===== config.mk =====
export PLATFORM = sky130hd
export DESIGN_NAME = bump_allocator_with_free_fifo_top
export DESIGN_NICKNAME = d
export VERILOG_FILES = /design/src/sv/bafq_pkg.sv /design/src/sv/bump_allocator_with_free_fifo_top.sv
export SDC_FILE = /design/constraint.sdc
export NUM_CORES = 1
export LEC_CHECK = 0
export ABC_AREA = 1
export BUFFER_PORTS_ARGS = -buffer_cell sky130_fd_sc_hd__buf_2
export CORE_ASPECT_RATIO = 0.8
export CORE_MARGIN = 2
export CORE_UTILIZATION = 30
export CTS_CLUSTER_DIAMETER = 30
export DETAILED_ROUTE_END_ITERATION = 6
export GPL_ROUTABILITY_DRIVEN = 1
export MAX_ROUTING_LAYER = met4
export PLACE_DENSITY = 0.47
export SKIP_LAST_GASP = 1
export SYNTH_ARGS = -nofsm -noshare
export SYNTH_HDL_FRONTEND = slang
export SYNTH_SLANG_ARGS = --single-unit

===== constraint.sdc =====
create_clock -name aclk -period 6.5 [get_ports aclk]
set_input_delay 0.65 -clock aclk [delete_from_list [all_inputs] [get_ports aclk]]
set_output_delay 0.65 -clock aclk [all_outputs]
set_load 0.05 [all_outputs]

===== src/sv/bafq_pkg.sv =====
// Package: shared types, codes and field widths of the run allocator.
`timescale 1ns / 1ps

package bafq_pkg;

    // Field widths
    localparam int START_W  = 16;
    localparam int LEN_W    = 17;
    localparam int STATUS_W = 2;
    localparam int ENTRY_W  = LEN_W + START_W;

    // Default sizes
    localparam int MAX_SLOTS_DEF        = 65536;
    localparam int FREE_QUEUE_DEPTH_DEF = 16;

    // Request kinds
    localparam logic MODE_ALLOC = 1'b0;
    localparam logic MODE_FREE  = 1'b1;

    // Result status codes
    typedef enum logic [STATUS_W-1:0] {
        STATUS_OK         = 2'd0,
        STATUS_OUT_OF_SPACE = 2'd1,
        STATUS_QUEUE_FULL = 2'd2
    } status_t;

    // Sequencer states
    typedef enum logic {
        ST_IDLE = 1'b0,
        ST_EXEC = 1'b1
    } state_t;

endpackage


===== src/sv/bump_allocator_with_free_fifo_top.sv =====
// Top level: run allocator with bump pointer and a queue of freed runs.
//
// Usage:
//   Requests arrive on the s_ stream. s_tuser[0] is the kind (0 allocate,
//   1 free); s_tdata carries run_length in bits 16:0 and run_start in
//   bits 32:17. Each request yields exactly one result word on the m_
//   stream: m_tdata[15:0] is the granted start, m_tuser[1:0] the status.
//   The slot limit is written on the cfg_ channel while no request is in
//   flight; it saturates at MAX_SLOTS.
// Timing:
//   The accept cycle issues a read of the oldest queued run from the queue
//   memory; in ST_EXEC, once the result register is free or being read out,
//   the request is decided, written back (shrunk head or pushed free) and
//   its result loaded into the result register, which drives m_tvalid. A
//   new request is taken only after the current one has been decided:
//   s_tready is high only in ST_IDLE.
// Reset and stall:
//   Reset empties the queue, clears the bump pointer and sets the limit
//   to MAX_SLOTS. While the result register waits on m_tready, one more
//   request may be accepted; it then holds in ST_EXEC until the
//   result register frees up.
`timescale 1ns / 1ps

module bump_allocator_with_free_fifo_top #(
    parameter int MAX_SLOTS        = bafq_pkg::MAX_SLOTS_DEF,
    parameter int FREE_QUEUE_DEPTH = bafq_pkg::FREE_QUEUE_DEPTH_DEF
) (
    input  logic                    aclk,
    input  logic                    aresetn,
    // Request stream
    input  logic                    s_tvalid,
    output logic                    s_tready,
    input  logic [39:0]             s_tdata,   // run_length[16:0], run_start[32:17], zero pad
    input  logic [0:0]              s_tuser,   // mode[0]
    // Result stream
    output logic                    m_tvalid,
    input  logic                    m_tready,
    output logic [15:0]             m_tdata,   // granted_start[15:0]
    output logic [1:0]              m_tuser,   // status[1:0]
    // Slot limit write channel
    input  logic                    cfg_valid,
    output logic                    cfg_ready,
    input  logic [bafq_pkg::LEN_W-1:0] cfg_data  // slot_limit[16:0]
);
    import bafq_pkg::*;

    localparam int PTR_W  = $clog2(FREE_QUEUE_DEPTH);
    localparam int FILL_W = $clog2(FREE_QUEUE_DEPTH + 1);
    localparam logic [PTR_W-1:0]  LAST_PTR   = PTR_W'(FREE_QUEUE_DEPTH - 1);
    localparam logic [FILL_W-1:0] FULL_FILL  = FILL_W'(FREE_QUEUE_DEPTH);
    localparam logic [31:0]       MAX_SLOTS_W = MAX_SLOTS;

    // Queue memory: {length, start}
    logic [ENTRY_W-1:0] queue_mem [FREE_QUEUE_DEPTH];
    logic [ENTRY_W-1:0] rd_data_reg;
    logic               mem_we;
    logic [PTR_W-1:0]   mem_waddr;
    logic [ENTRY_W-1:0] mem_wdata;

    state_t             state_reg, state_next;
    logic [LEN_W-1:0]   limit_reg;
    logic [LEN_W-1:0]   bump_reg, bump_next;
    logic [PTR_W-1:0]   head_reg, head_next;
    logic [PTR_W-1:0]   tail_reg, tail_next;
    logic [FILL_W-1:0]  fill_reg, fill_next;

    // Latched request word
    logic               mode_reg;
    logic [LEN_W-1:0]   len_reg;
    logic [START_W-1:0] start_reg;

    // Result register
    logic               m_tvalid_reg, m_tvalid_next;
    logic [START_W-1:0] granted_reg, granted_next;
    status_t            status_reg, status_next;

    logic               s_accept;
    logic               exec_fire;
    logic [LEN_W-1:0]   eff_limit;
    logic [LEN_W:0]     bump_sum;
    logic               bump_fit;
    logic [LEN_W-1:0]   head_len;
    logic [START_W-1:0] head_start;

    assign s_accept  = s_tvalid && s_tready;
    assign exec_fire = (state_reg == ST_EXEC) && (!m_tvalid_reg || m_tready);
    assign cfg_ready = 1'b1;

    // Next state
    always_comb begin
        state_next = state_reg;
        case (state_reg)
            ST_IDLE: if (s_accept) state_next = ST_EXEC;
            ST_EXEC: if (exec_fire) state_next = ST_IDLE;
            default: state_next = ST_IDLE;
        endcase
    end

    // Handshake outputs
    always_comb begin
        case (state_reg)
            ST_IDLE: s_tready = 1'b1;
            default: s_tready = 1'b0;
        endcase
    end

    // Saturate the limit and form the bump sum at full width
    assign eff_limit  = ({15'd0, limit_reg} > MAX_SLOTS_W) ? MAX_SLOTS_W[LEN_W-1:0] : limit_reg;
    assign bump_sum   = {1'b0, bump_reg} + {1'b0, len_reg};
    assign bump_fit   = bump_sum <= {1'b0, eff_limit};
    assign head_len   = rd_data_reg[ENTRY_W-1:START_W];
    assign head_start = rd_data_reg[START_W-1:0];

    // Decide the request and update the allocator state
    always_comb begin
        bump_next     = bump_reg;
        head_next     = head_reg;
        tail_next     = tail_reg;
        fill_next     = fill_reg;
        mem_we        = 1'b0;
        mem_waddr     = tail_reg;
        mem_wdata     = {len_reg, start_reg};
        granted_next  = granted_reg;
        status_next   = status_reg;
        m_tvalid_next = m_tvalid_reg && !m_tready;
        if (exec_fire) begin
            m_tvalid_next = 1'b1;
            granted_next  = '0;
            status_next   = STATUS_OK;
            if (mode_reg == MODE_FREE) begin
                if (fill_reg == FULL_FILL) begin
                    status_next = STATUS_QUEUE_FULL;
                end else begin
                    mem_we    = 1'b1;
                    tail_next = (tail_reg == LAST_PTR) ? '0 : tail_reg + 1'b1;
                    fill_next = fill_reg + 1'b1;
                end
            end else if (bump_fit) begin
                granted_next = bump_reg[START_W-1:0];
                bump_next    = bump_sum[LEN_W-1:0];
            end else if (fill_reg != '0 && head_len >= len_reg) begin
                granted_next = head_start;
                if (head_len > len_reg) begin
                    // Shrink the oldest run from the front
                    mem_we    = 1'b1;
                    mem_waddr = head_reg;
                    mem_wdata = {head_len - len_reg, head_start + len_reg[START_W-1:0]};
                end else begin
                    head_next = (head_reg == LAST_PTR) ? '0 : head_reg + 1'b1;
                    fill_next = fill_reg - 1'b1;
                end
            end else begin
                status_next = STATUS_OUT_OF_SPACE;
            end
        end
    end

    // Queue memory: write back, read the head on accept
    always_ff @(posedge aclk) begin
        if (mem_we) begin
            queue_mem[mem_waddr] <= mem_wdata;
        end
        if (s_accept) begin
            rd_data_reg <= queue_mem[head_reg];
        end
    end

    // Latch the request and hold the result payload
    always_ff @(posedge aclk) begin
        if (s_accept) begin
            mode_reg  <= s_tuser[0];
            len_reg   <= s_tdata[LEN_W-1:0];
            start_reg <= s_tdata[LEN_W+START_W-1:LEN_W];
        end
        granted_reg <= granted_next;
        status_reg  <= status_next;
    end

    // Control state
    always_ff @(posedge aclk) begin
        if (!aresetn) begin
            state_reg    <= ST_IDLE;
            limit_reg    <= MAX_SLOTS_W[LEN_W-1:0];
            bump_reg     <= '0;
            head_reg     <= '0;
            tail_reg     <= '0;
            fill_reg     <= '0;
            m_tvalid_reg <= 1'b0;
        end else begin
            state_reg    <= state_next;
            bump_reg     <= bump_next;
            head_reg     <= head_next;
            tail_reg     <= tail_next;
            fill_reg     <= fill_next;
            m_tvalid_reg <= m_tvalid_next;
            if (cfg_valid && cfg_ready) begin
                limit_reg <= cfg_data;
            end
        end
    end

    assign m_tvalid = m_tvalid_reg;
    assign m_tdata  = granted_reg;
    assign m_tuser  = status_reg;

    // Fill count stays within the queue depth
    a_fill_bound: assert property (@(posedge aclk) disable iff (!aresetn)
        fill_reg <= FULL_FILL)
        else $error("queue fill count exceeds depth");

    // Empty or full queue has head and tail on the same entry
    a_ptr_match: assert property (@(posedge aclk) disable iff (!aresetn)
        (fill_reg == '0 || fill_reg == FULL_FILL) |-> head_reg == tail_reg)
        else $error("queue pointers disagree with fill count");

    // An accepted request moves to the decide cycle
    a_accept_exec: assert property (@(posedge aclk) disable iff (!aresetn)
        s_accept |=> state_reg == ST_EXEC)
        else $error("accepted request not executed");

    // A decided request always presents a result
    a_fire_result: assert property (@(posedge aclk) disable iff (!aresetn)
        exec_fire |=> m_tvalid_reg)
        else $error("decided request lost its result");

    // Memory write never coincides with a head read
    a_no_rw_overlap: assert property (@(posedge aclk) disable iff (!aresetn)
        s_accept |-> !mem_we)
        else $error("queue write overlaps head read");

endmodule


# Word level (Yosys, flattened, before mapping)
# Memories as Yosys holds them, arrays and structs flattened. A register that Yosys moved wholly into a read port is not among the register bits.
# Cells that the tools add are included.
[word_totals] wordCells=85 memories=1 mem_bits_rw=528 reg_bits=101 out_inout_bits=21
[classes] magnitude_cmp=4 n_eq_ne=6 n_reduce_logical=13 add_sub_neg=7 n_mux=37 bitwise=5
[mem_list] name="queue_mem" depth=16 width=33 read_ports=1 rd_ports_with_merged_regs=1 wr=1 line_no="bump_allocator_with_free_fifo_top.sv:54" rtl="logic [ENTRY_W-1:0] queue_mem [FREE_QUEUE_DEPTH];"
[op_table] cell="$mux 33" count=5
[op_table] cell="$mux 16" count=2
[op_table] cell="$mux 4" count=7
[op_table] cell="$mux 5" count=5
[op_table] cell="$add 17x17->18" count=1
[op_table] cell="$le 18x17->1" count=1
[op_table] cell="$ge 17x17->1" count=1
[op_table] cell="$gt 17x17->1" count=1
[op_table] cell="$gt 17x17->1 const B" count=1
[op_table] cell="$mux 17" count=1
[op_table] cell="$sub 17x17->17" count=1
[op_table] cell="$add 16x16->16" count=1
[op_table] cell="$mux 1" count=14
[op_table] cell="$reduce_and 5->1" count=2
[op_table] cell="$add 4x1->4 const B" count=2
[op_table] cell="$eq 4x4->1 const B" count=2
[op_table] cell="$ne 2x2->1 const B" count=3
[op_table] cell="$reduce_and 3->1" count=2
[op_table] cell="$add 5x1->5 const B" count=1
[op_table] cell="$eq 5x5->1 const B" count=1
[op_table] cell="$not 1->1" count=5
[op_table] cell="$reduce_bool 5->1" count=1
[op_table] cell="$sub 5x1->5 const B" count=1
[op_table] cell="$logic_and 1x1->1" count=4
[op_table] cell="5 further kinds" count=7

# Longest topological paths before layout
# Gate-level depths: netlist of run 1.
[depth] depth_word=8 mapped_depth=28 ltp_nobuf=27

# Least setup slack after synthesis of run 1
# Ideal clock, no wire load.
[synth_path] path_kind="register to register" start="register len_reg[0]" end="memory queue_mem[12][0] in the netlist's numbering (enable)" setup_ns=0.423 arrival_ns=4.667 synth_period_minus_slack_ns=5.090 path_slack_ns=1.410 required_time_ns=6.077 path_stages_with_launch=28 cell_sequence="edfxtp_1 -> ha_1 -> fa_1 -> nand3_1 -> nand2_1 -> nand4_1 -> nand2_1 -> a21boi_0 -> o21ai_0 -> xnor2_1 -> inv_1 -> ha_1 -> nand2_1 -> inv_1 -> nand2_1 -> nand2_1 -> nand2_1 -> nand2_1 -> nand2_1 -> nand3_1 -> nand2_1 -> nand2_2 -> nand2_4 -> buf_6 -> nand2_1 -> nand2_1 -> nand3_1 -> nor2_1"
[synth_rtl] element="from (decl)" line_no="bump_allocator_with_free_fifo_top.sv:69" rtl="logic [LEN_W-1:0] len_reg;"
[synth_rtl] element="from (signal assigned)" line_no="bump_allocator_with_free_fifo_top.sv:172" rtl="len_reg <= s_tdata[LEN_W-1:0];"
[synth_rtl] element="$add 17x17->18 (*)" line_no="bump_allocator_with_free_fifo_top.sv:109" rtl="assign bump_sum = {1'b0, bump_reg} + {1'b0, len_reg};"
[synth_rtl] element="net bump_sum[12]" line_no="bump_allocator_with_free_fifo_top.sv:80" rtl="logic [LEN_W:0] bump_sum;"
[synth_rtl] element="$le 18x17->1 (*)" line_no="bump_allocator_with_free_fifo_top.sv:110" rtl="assign bump_fit = bump_sum <= {1'b0, eff_limit};"
[synth_rtl] element="$mux 1" line_no="bump_allocator_with_free_fifo_top.sv:138" rtl="end else if (bump_fit) begin"
[synth_rtl] element="$mux 1" line_no="bump_allocator_with_free_fifo_top.sv:130" rtl="if (mode_reg == MODE_FREE) begin"
[synth_rtl] element="$mux 1" line_no="bump_allocator_with_free_fifo_top.sv:126" rtl="if (exec_fire) begin"
[synth_rtl] element="$mux 1" line_no="bump_allocator_with_free_fifo_top.sv:160" rtl="if (mem_we) begin"
[synth_rtl] element="$mux 1 (not written as such)" line_no="bump_allocator_with_free_fifo_top.sv:161" rtl="queue_mem[mem_waddr] <= mem_wdata;"
[synth_rtl] element="to (decl)" line_no="bump_allocator_with_free_fifo_top.sv:54"
# The timed path passes the listed nets; every way through them passes the cells marked *.

# Worst setup path in the final report of run 1
[layout_path] start="register len_reg[0]" end="memory queue_mem[4][21] in the netlist's numbering, data pin"
[layout_rtl] element="$add 17x17->18" line_no="bump_allocator_with_free_fifo_top.sv:109"
[layout_rtl] element="net bump_sum[12]" line_no="bump_allocator_with_free_fifo_top.sv:80"
[layout_rtl] element="$le 18x17->1" line_no="bump_allocator_with_free_fifo_top.sv:110"
[layout_rtl] element="$mux 33" line_no="bump_allocator_with_free_fifo_top.sv:138"
[layout_rtl] element="$mux 33" line_no="bump_allocator_with_free_fifo_top.sv:130"
[layout_rtl] element="$mux 33" line_no="bump_allocator_with_free_fifo_top.sv:126"
[layout_rtl] element="net mem_wdata[21]" line_no="bump_allocator_with_free_fifo_top.sv:58" rtl="logic [ENTRY_W-1:0] mem_wdata;"
# The timed path passes the listed nets, and every way through them passes these cells.

==> run metrics, run 1 <==
Cell variety after synth 45; largest net degree at the start of global routing between 100 and 150; count of buffers from port buffering 75; # setup viols final 0; cts repair resizes 0; measured slew at the worst slew-check pin about 1.2 ns; Yosys top cell by area edfxtp_1; synth cell count leaders 613 x edfxtp_1, 385 x nor2_1, 352 x o21ai_0, 291 x nand2_1, 113 x inv_1; Clock Latency Late Sink slightly below 0.7 ns; synthesized net count between 2k and 3k; sequential element share of the synthesized area 0.6813; total number of vias 19.55k; cell-internal power approximately 9 mW; top_reg_cell synth edfxtp_1; clock sink count 662; Total GRT Usage 0.1754; skew final 0.02861 ns; number of synthesized register bits around 660; CTS tree done; initial drt markers roughly 1.7k; routability cong. 0.8533; Peak VDD IR 0.2257 mV; Synth Warn # 0; share of layout cells above drive strength 1 0.1346; Area growth syn-to-layout 21.89%; Worst Setup End Kind flip-flop; dominant cells by area after synthesis edfxtp_1 65%, o21ai_0 6.2%, nor2_1 5.1%; number of max-cap violations 0; hpwl dp 47,120 µm; switching power about 2.6 mW; fin. max-slew vios 0; period utilization 0.8477; Cell Pwr Density around 340 nW/µm²; Final Critical Period approximately 5.5 ns; top-area cell type share of the netlist area 0.6468; Die Span X 348.4 µm; vias in the first global route 18.93k; Detail Route Antenna Nets 0; Critical Path Fanout Max 36; Worst EP arrival around 5.8 ns; Initial Utilization 0.3015; Overflow after GRT 0; global-route wire length before repair 123,200 µm; Pre-antenna DRT Iters 5; post-cts hold buffer count 0; status complete, no violations; synthesized area 28,460 µm²; Hold Violations, Final 0; Crit Path Class reg2reg; ys async rst share 0; RSZ-0062 raised after global routing false; Fmax 181.5 MHz; startpoint types flip-flop; die area 97,360 µm²; Num CTS Buffers 114; Post-Syn Instances ~2.4k; clk slew on worst S/H paths 0.05 ns; Hold Slack 0.1645 ns; Max transition margin 0.1977; IO Count 84; Final nets 2,710; Avg WL per Cell 21.48 µm; Hold WC Path Type in2reg; Lkg Pwr 12.39 nW; H-tree depth 3; Switching Share 0.2244; Post-Route WL 83,870 µm; vias per inst between 5 and 6; Post-CTS Setup Bufs 0; Logic pwr share 0.062; CP required 6.80 ns; root buffer cell clkbuf_16; Die H ~280 µm; most common cell in the netlist edfxtp_1; setup_tns 0 ns; initial antenna violation count 3; core area 94,400 µm²; Residual DRC 0; Clock Tree Buf Depth 3; Synth Area per Inst 11.63 µm²; number of flops mapped to enable cells by yosys around 600; sequential fraction of design power 0.410; number of core rows 101; Largest register FFs 528; clock power share 0.528
[power by group through the flow]
stage | Combinational, mW | Clock, mW | Sequential [mW]
5_1_grt | 0.813 | 6.50 | 4.82
4_1_cts | 0.729 | 6.30 | 4.82
2_1_floorplan | 0.454 | 0 | 4.91
3_5_place_dp | 0.723 | 0 | 4.90
6_report | 0.728 | 6.20 | 4.82
3_3_place_gp | 0.717 | 0 | 4.90
[per-stage QoR]
step                power [mW]  utilization  instances  setup slack (ns)  instance area, µm²
finish                   11.74       0.3675       3905            0.9899               34690
global route             12.13       0.3674       3904            0.4817               34680
CTS                      11.85       0.3674       3904            0.9671               34680
detailed placement       5.620       0.3250       3692             1.013               30680
global placement         5.613       0.3250       3692             1.142               30680
floorplan                5.361            -       2446             1.410               28460
[per-layer routing]
layer / GRT usage / part of all wire
met1: 0.2470 / 0.48
met2: 0.2576 / 0.44
met3: 0.03240 / 0.060
met4: 0.05073 / 0.023
met5: - / 0
[path summary, 6_finish.rpt]
path / start / endpoint / slack [ns] / cells past startpoint
setup / recovery: len_reg[0] / queue_mem[4][21] / 0.99 / 20
hold / removal: s_tdata[15] / len_reg[15] / 0.16 / 1
setup reg to reg: len_reg[0] / queue_mem[4][21] / 0.99 / 20
hold reg to reg: m_tvalid / m_tvalid / 0.49 / 2
[worst max-delay path, cell delays in order, from the launching register on]
cell and delay [ns]:
edfxtp_1 0.49, ha_1 0.29, fa_1 0.41, nand3_1 0.10, nand2_1 0.10, nand4_1 0.10, nand2_1 0.13, a21boi_0 0.29
o21ai_0 0.15, xnor2_1 0.24, inv_1 0.07, ha_1 0.27, nand2_1 0.06, nor3_1 0.29, nand2_1 0.10, nand3_1 0.07
nand2_1 0.08, nand2_2 0.25, nand2_4 0.35, buf_4 0.33, o21ai_1 0.93
[final cells by class]
cell class	count	area (µm²)
Fill cell	9068	59710
Tap cell	1236	1546
Inverter	117	445.4
Multi-Input combinational cell	1539	8242
Timing Repair Buffer	138	1049
Sequential cell	662	19400
Clock inverter	82	1050
Antenna cell	1	2.502
Clock buffer	130	2955
[placed cells by master, fill, tap and decap left out, drive strengths merged, types with 14 or more instances in the layout]
master	instances
nor2	387
o221ai	53
a21oi	80
buf	138
nand3	101
xnor2	20
ha	71
clkbuf	130
bufinv	22
nand2	297
xor2	28
o21ai	356
clkinv	41
o211ai	14
dfxtp	49
edfxtp	613
o22ai	79
inv	123
[cell families (layout without fill, tap and decap cells)]
logic type,after synthesis,after routing,synth area share
simple gates,806,806,0.1138
flops,662,662,0.6813
compound gates,609,609,0.1221
buf+inv,245,467,0.03385
fa+ha+maj,75,75,0.03403
xor+xnor,48,48,0.01477
other cells,1,2,0.0001318
Note: power is estimated with default switching activity, not from simulation.
==> inputs of run 2 (changes only) <==
==> constraint.sdc (replaced) <==
create_clock -name aclk -period 5.15 [get_ports aclk]
set_input_delay 0.515 -clock aclk [delete_from_list [all_inputs] [get_ports aclk]]
set_output_delay 0.515 -clock aclk [all_outputs]
set_load 0.05 [all_outputs]
==> run 2 against run 1 <==
Via count up 0.95%. Global-route usage down 0.30 points. Non-clock buffer count up 49.
==> run metrics, run 2 (synthesis gave the netlist of run 1 again) <==
status complete, no violations; Critical Path Fanout Max 17; H-tree depth 3; Clock Tree Buf Depth 3; hpwl dp 50,220 µm; core area 94,400 µm²; dpl cell area 30,890 µm²; Initial Utilization 0.3015; period utilization 0.9315; die area 97,360 µm²; commonest non-fill, non-tap cell in the layout edfxtp_1; fin. max-slew vios 0; Max transition margin 0.3180; fin util 0.3719; CTS tree done; Peak VDD IR 0.2578 mV; # setup viols final 0; Worst EP arrival 5.13 ns; Avg WL per Cell 20.86 µm; RSZ-0062 raised after global routing false; initial antenna violation count 1; measured slew at the worst slew-check pin 1.016 ns; most frequent cells in the layout 613 x edfxtp_1, 367 x nor2_1, 350 x o21ai_0; Hold Violations, Final 0; Total GRT Usage 0.1724; clk slew on worst S/H paths 0.05 ns; routability cong. 0.9080; Residual DRC 0; Crit-path slowest cell fa_1; Pre-antenna DRT Iters 7; Area growth syn-to-layout 23.36%; Largest register FFs 528; Critical Path Max Stage Delay 0.42 ns; final worst setup slack ~0.35 ns; fin area 35,110 µm²; Hold WC Path Type in2reg; Die Span X 348.4 µm; Detail Route Antenna Nets 0; Crit Path Class reg2reg; vias in the first global route 18.99k; vias per inst 4.985; count of buffers from port buffering 75; Clock Latency Late Sink 0.69 ns; largest net degree at the start of global routing 186; Num CTS Buffers roughly 120; Final nets 2,761; Cells after DPL 3,717; IO Count 84; startpoint types flip-flop; Final Critical Period 4.797 ns; PnR Total Power ~15 mW; Overflow after GRT 0; initial drt markers 1,819; Final Non-Filler Cells between 3k and 4k; Post-CTS Setup Bufs 0; number of max-cap violations 0; number of core rows 101; skew final 0.03729 ns; Worst Setup End Kind flip-flop; antenna cell count 0; global-route wire length before repair 121,900 µm; Fmax 208.5 MHz; CP dominant cell by count nand2_1; setup_tns 0 ns; root buffer cell clkbuf_16; clock sink count 662; Hold Slack 0.04667 ns; total number of vias between 15k and 20k; Die H 279.5 µm; Cell Pwr Density 420.0 nW/µm²; CP cell instances ha_1, fa_1, nand3_1, nand2_1, nand4_1, nand2_1, a21boi_1, o21ai_0, xnor2_1, inv_1, ha_1, nand2_1, nor3_1, nand2_1, nand3_1, nand2_1, nand2_2, nand2_4, o21ai_2, nand2_1, nor2_4, buf_4; Lkg Pwr 12.60 nW; Placement Setup Slack 0.1810 ns; share of layout cells above drive strength 1 0.1458; Post-Route WL 82,570 µm; CP required 5.48 ns; Fillers between 9k and 10k
[run 2: cell types whose count changed in the layout (fill, tap and decap cells not counted), sizes merged]
cell	change
buf	+25
clkinvlp	+3
inv	+11
diode	-1
clkinv	-1
bufinv	-7
clkbuf	-1
dlygate4sd3	+24
[run 2: critical path: cells and delay by family, from the launching register on]
family                     cells  cell delay, ns
buffers and inverters          2            0.38
AOI/OAI and AO/OA              3            0.54
DFF                            1            0.40
xor gates and xnor gates       1            0.21
and+or+nand+nor               13            1.94
adders and majority gates      3            0.94
[run 2: what timing repair did]
action / 4_1_cts / 5_1_grt
endpoints found under the hold margin: 24 / 0
gates resized for setup: 0 / 5
endpoints found under the setup margin: 0 / 551
hold buffers: 24 / 0
[run 2: report_power, final]
group          switching, mW  total [mW]  internal (mW)  leakage [nW]
Combinational          0.669       0.977          0.308          4.75
Clock                   2.76        7.69           4.94          1.89
Sequential            0.0653        6.08           6.01          5.97
Total                   3.49        14.7           11.3          12.6
[run 2: final cells by class]
| class | count | area, µm² | area share |
|---|---|---|---|
| timing repair buffer | 187 | 1505 | 0.04287 |
| clock inverter | 88 | 983.4 | 0.02801 |
| sequential | 662 | 19400 | 0.5525 |
| tap | 1236 | 1546 | 0.04405 |
| inverter | 117 | 446.7 | 0.01272 |
| multi-input combinational | 1539 | 8257 | 0.2352 |
| clock buffer | 129 | 2972 | 0.08464 |
[run 2: final timing paths]
path,startpoint,endpoint,slack (ns),cells past startpoint
max,len_reg[0],queue_mem[7][32],0.35,22
min,s_tdata[1],len_reg[1],0.05,1
max reg2reg,len_reg[0],queue_mem[7][32],0.35,22
min reg2reg,limit_reg[0],limit_reg[0],0.48,2
[run 2: layer usage]
layer / global-route usage / share of wire / wire (µm) / vias up
met3: 0.03174 / 0.055 / 4528 / 133
met4: 0.04684 / 0.022 / 1776 / 0
li1: - / - / - / 9266
met2: 0.2459 / 0.43 / 35400 / 542
met1: 0.2502 / 0.49 / 40860 / 9789
met5: - / 0 / 0 / -
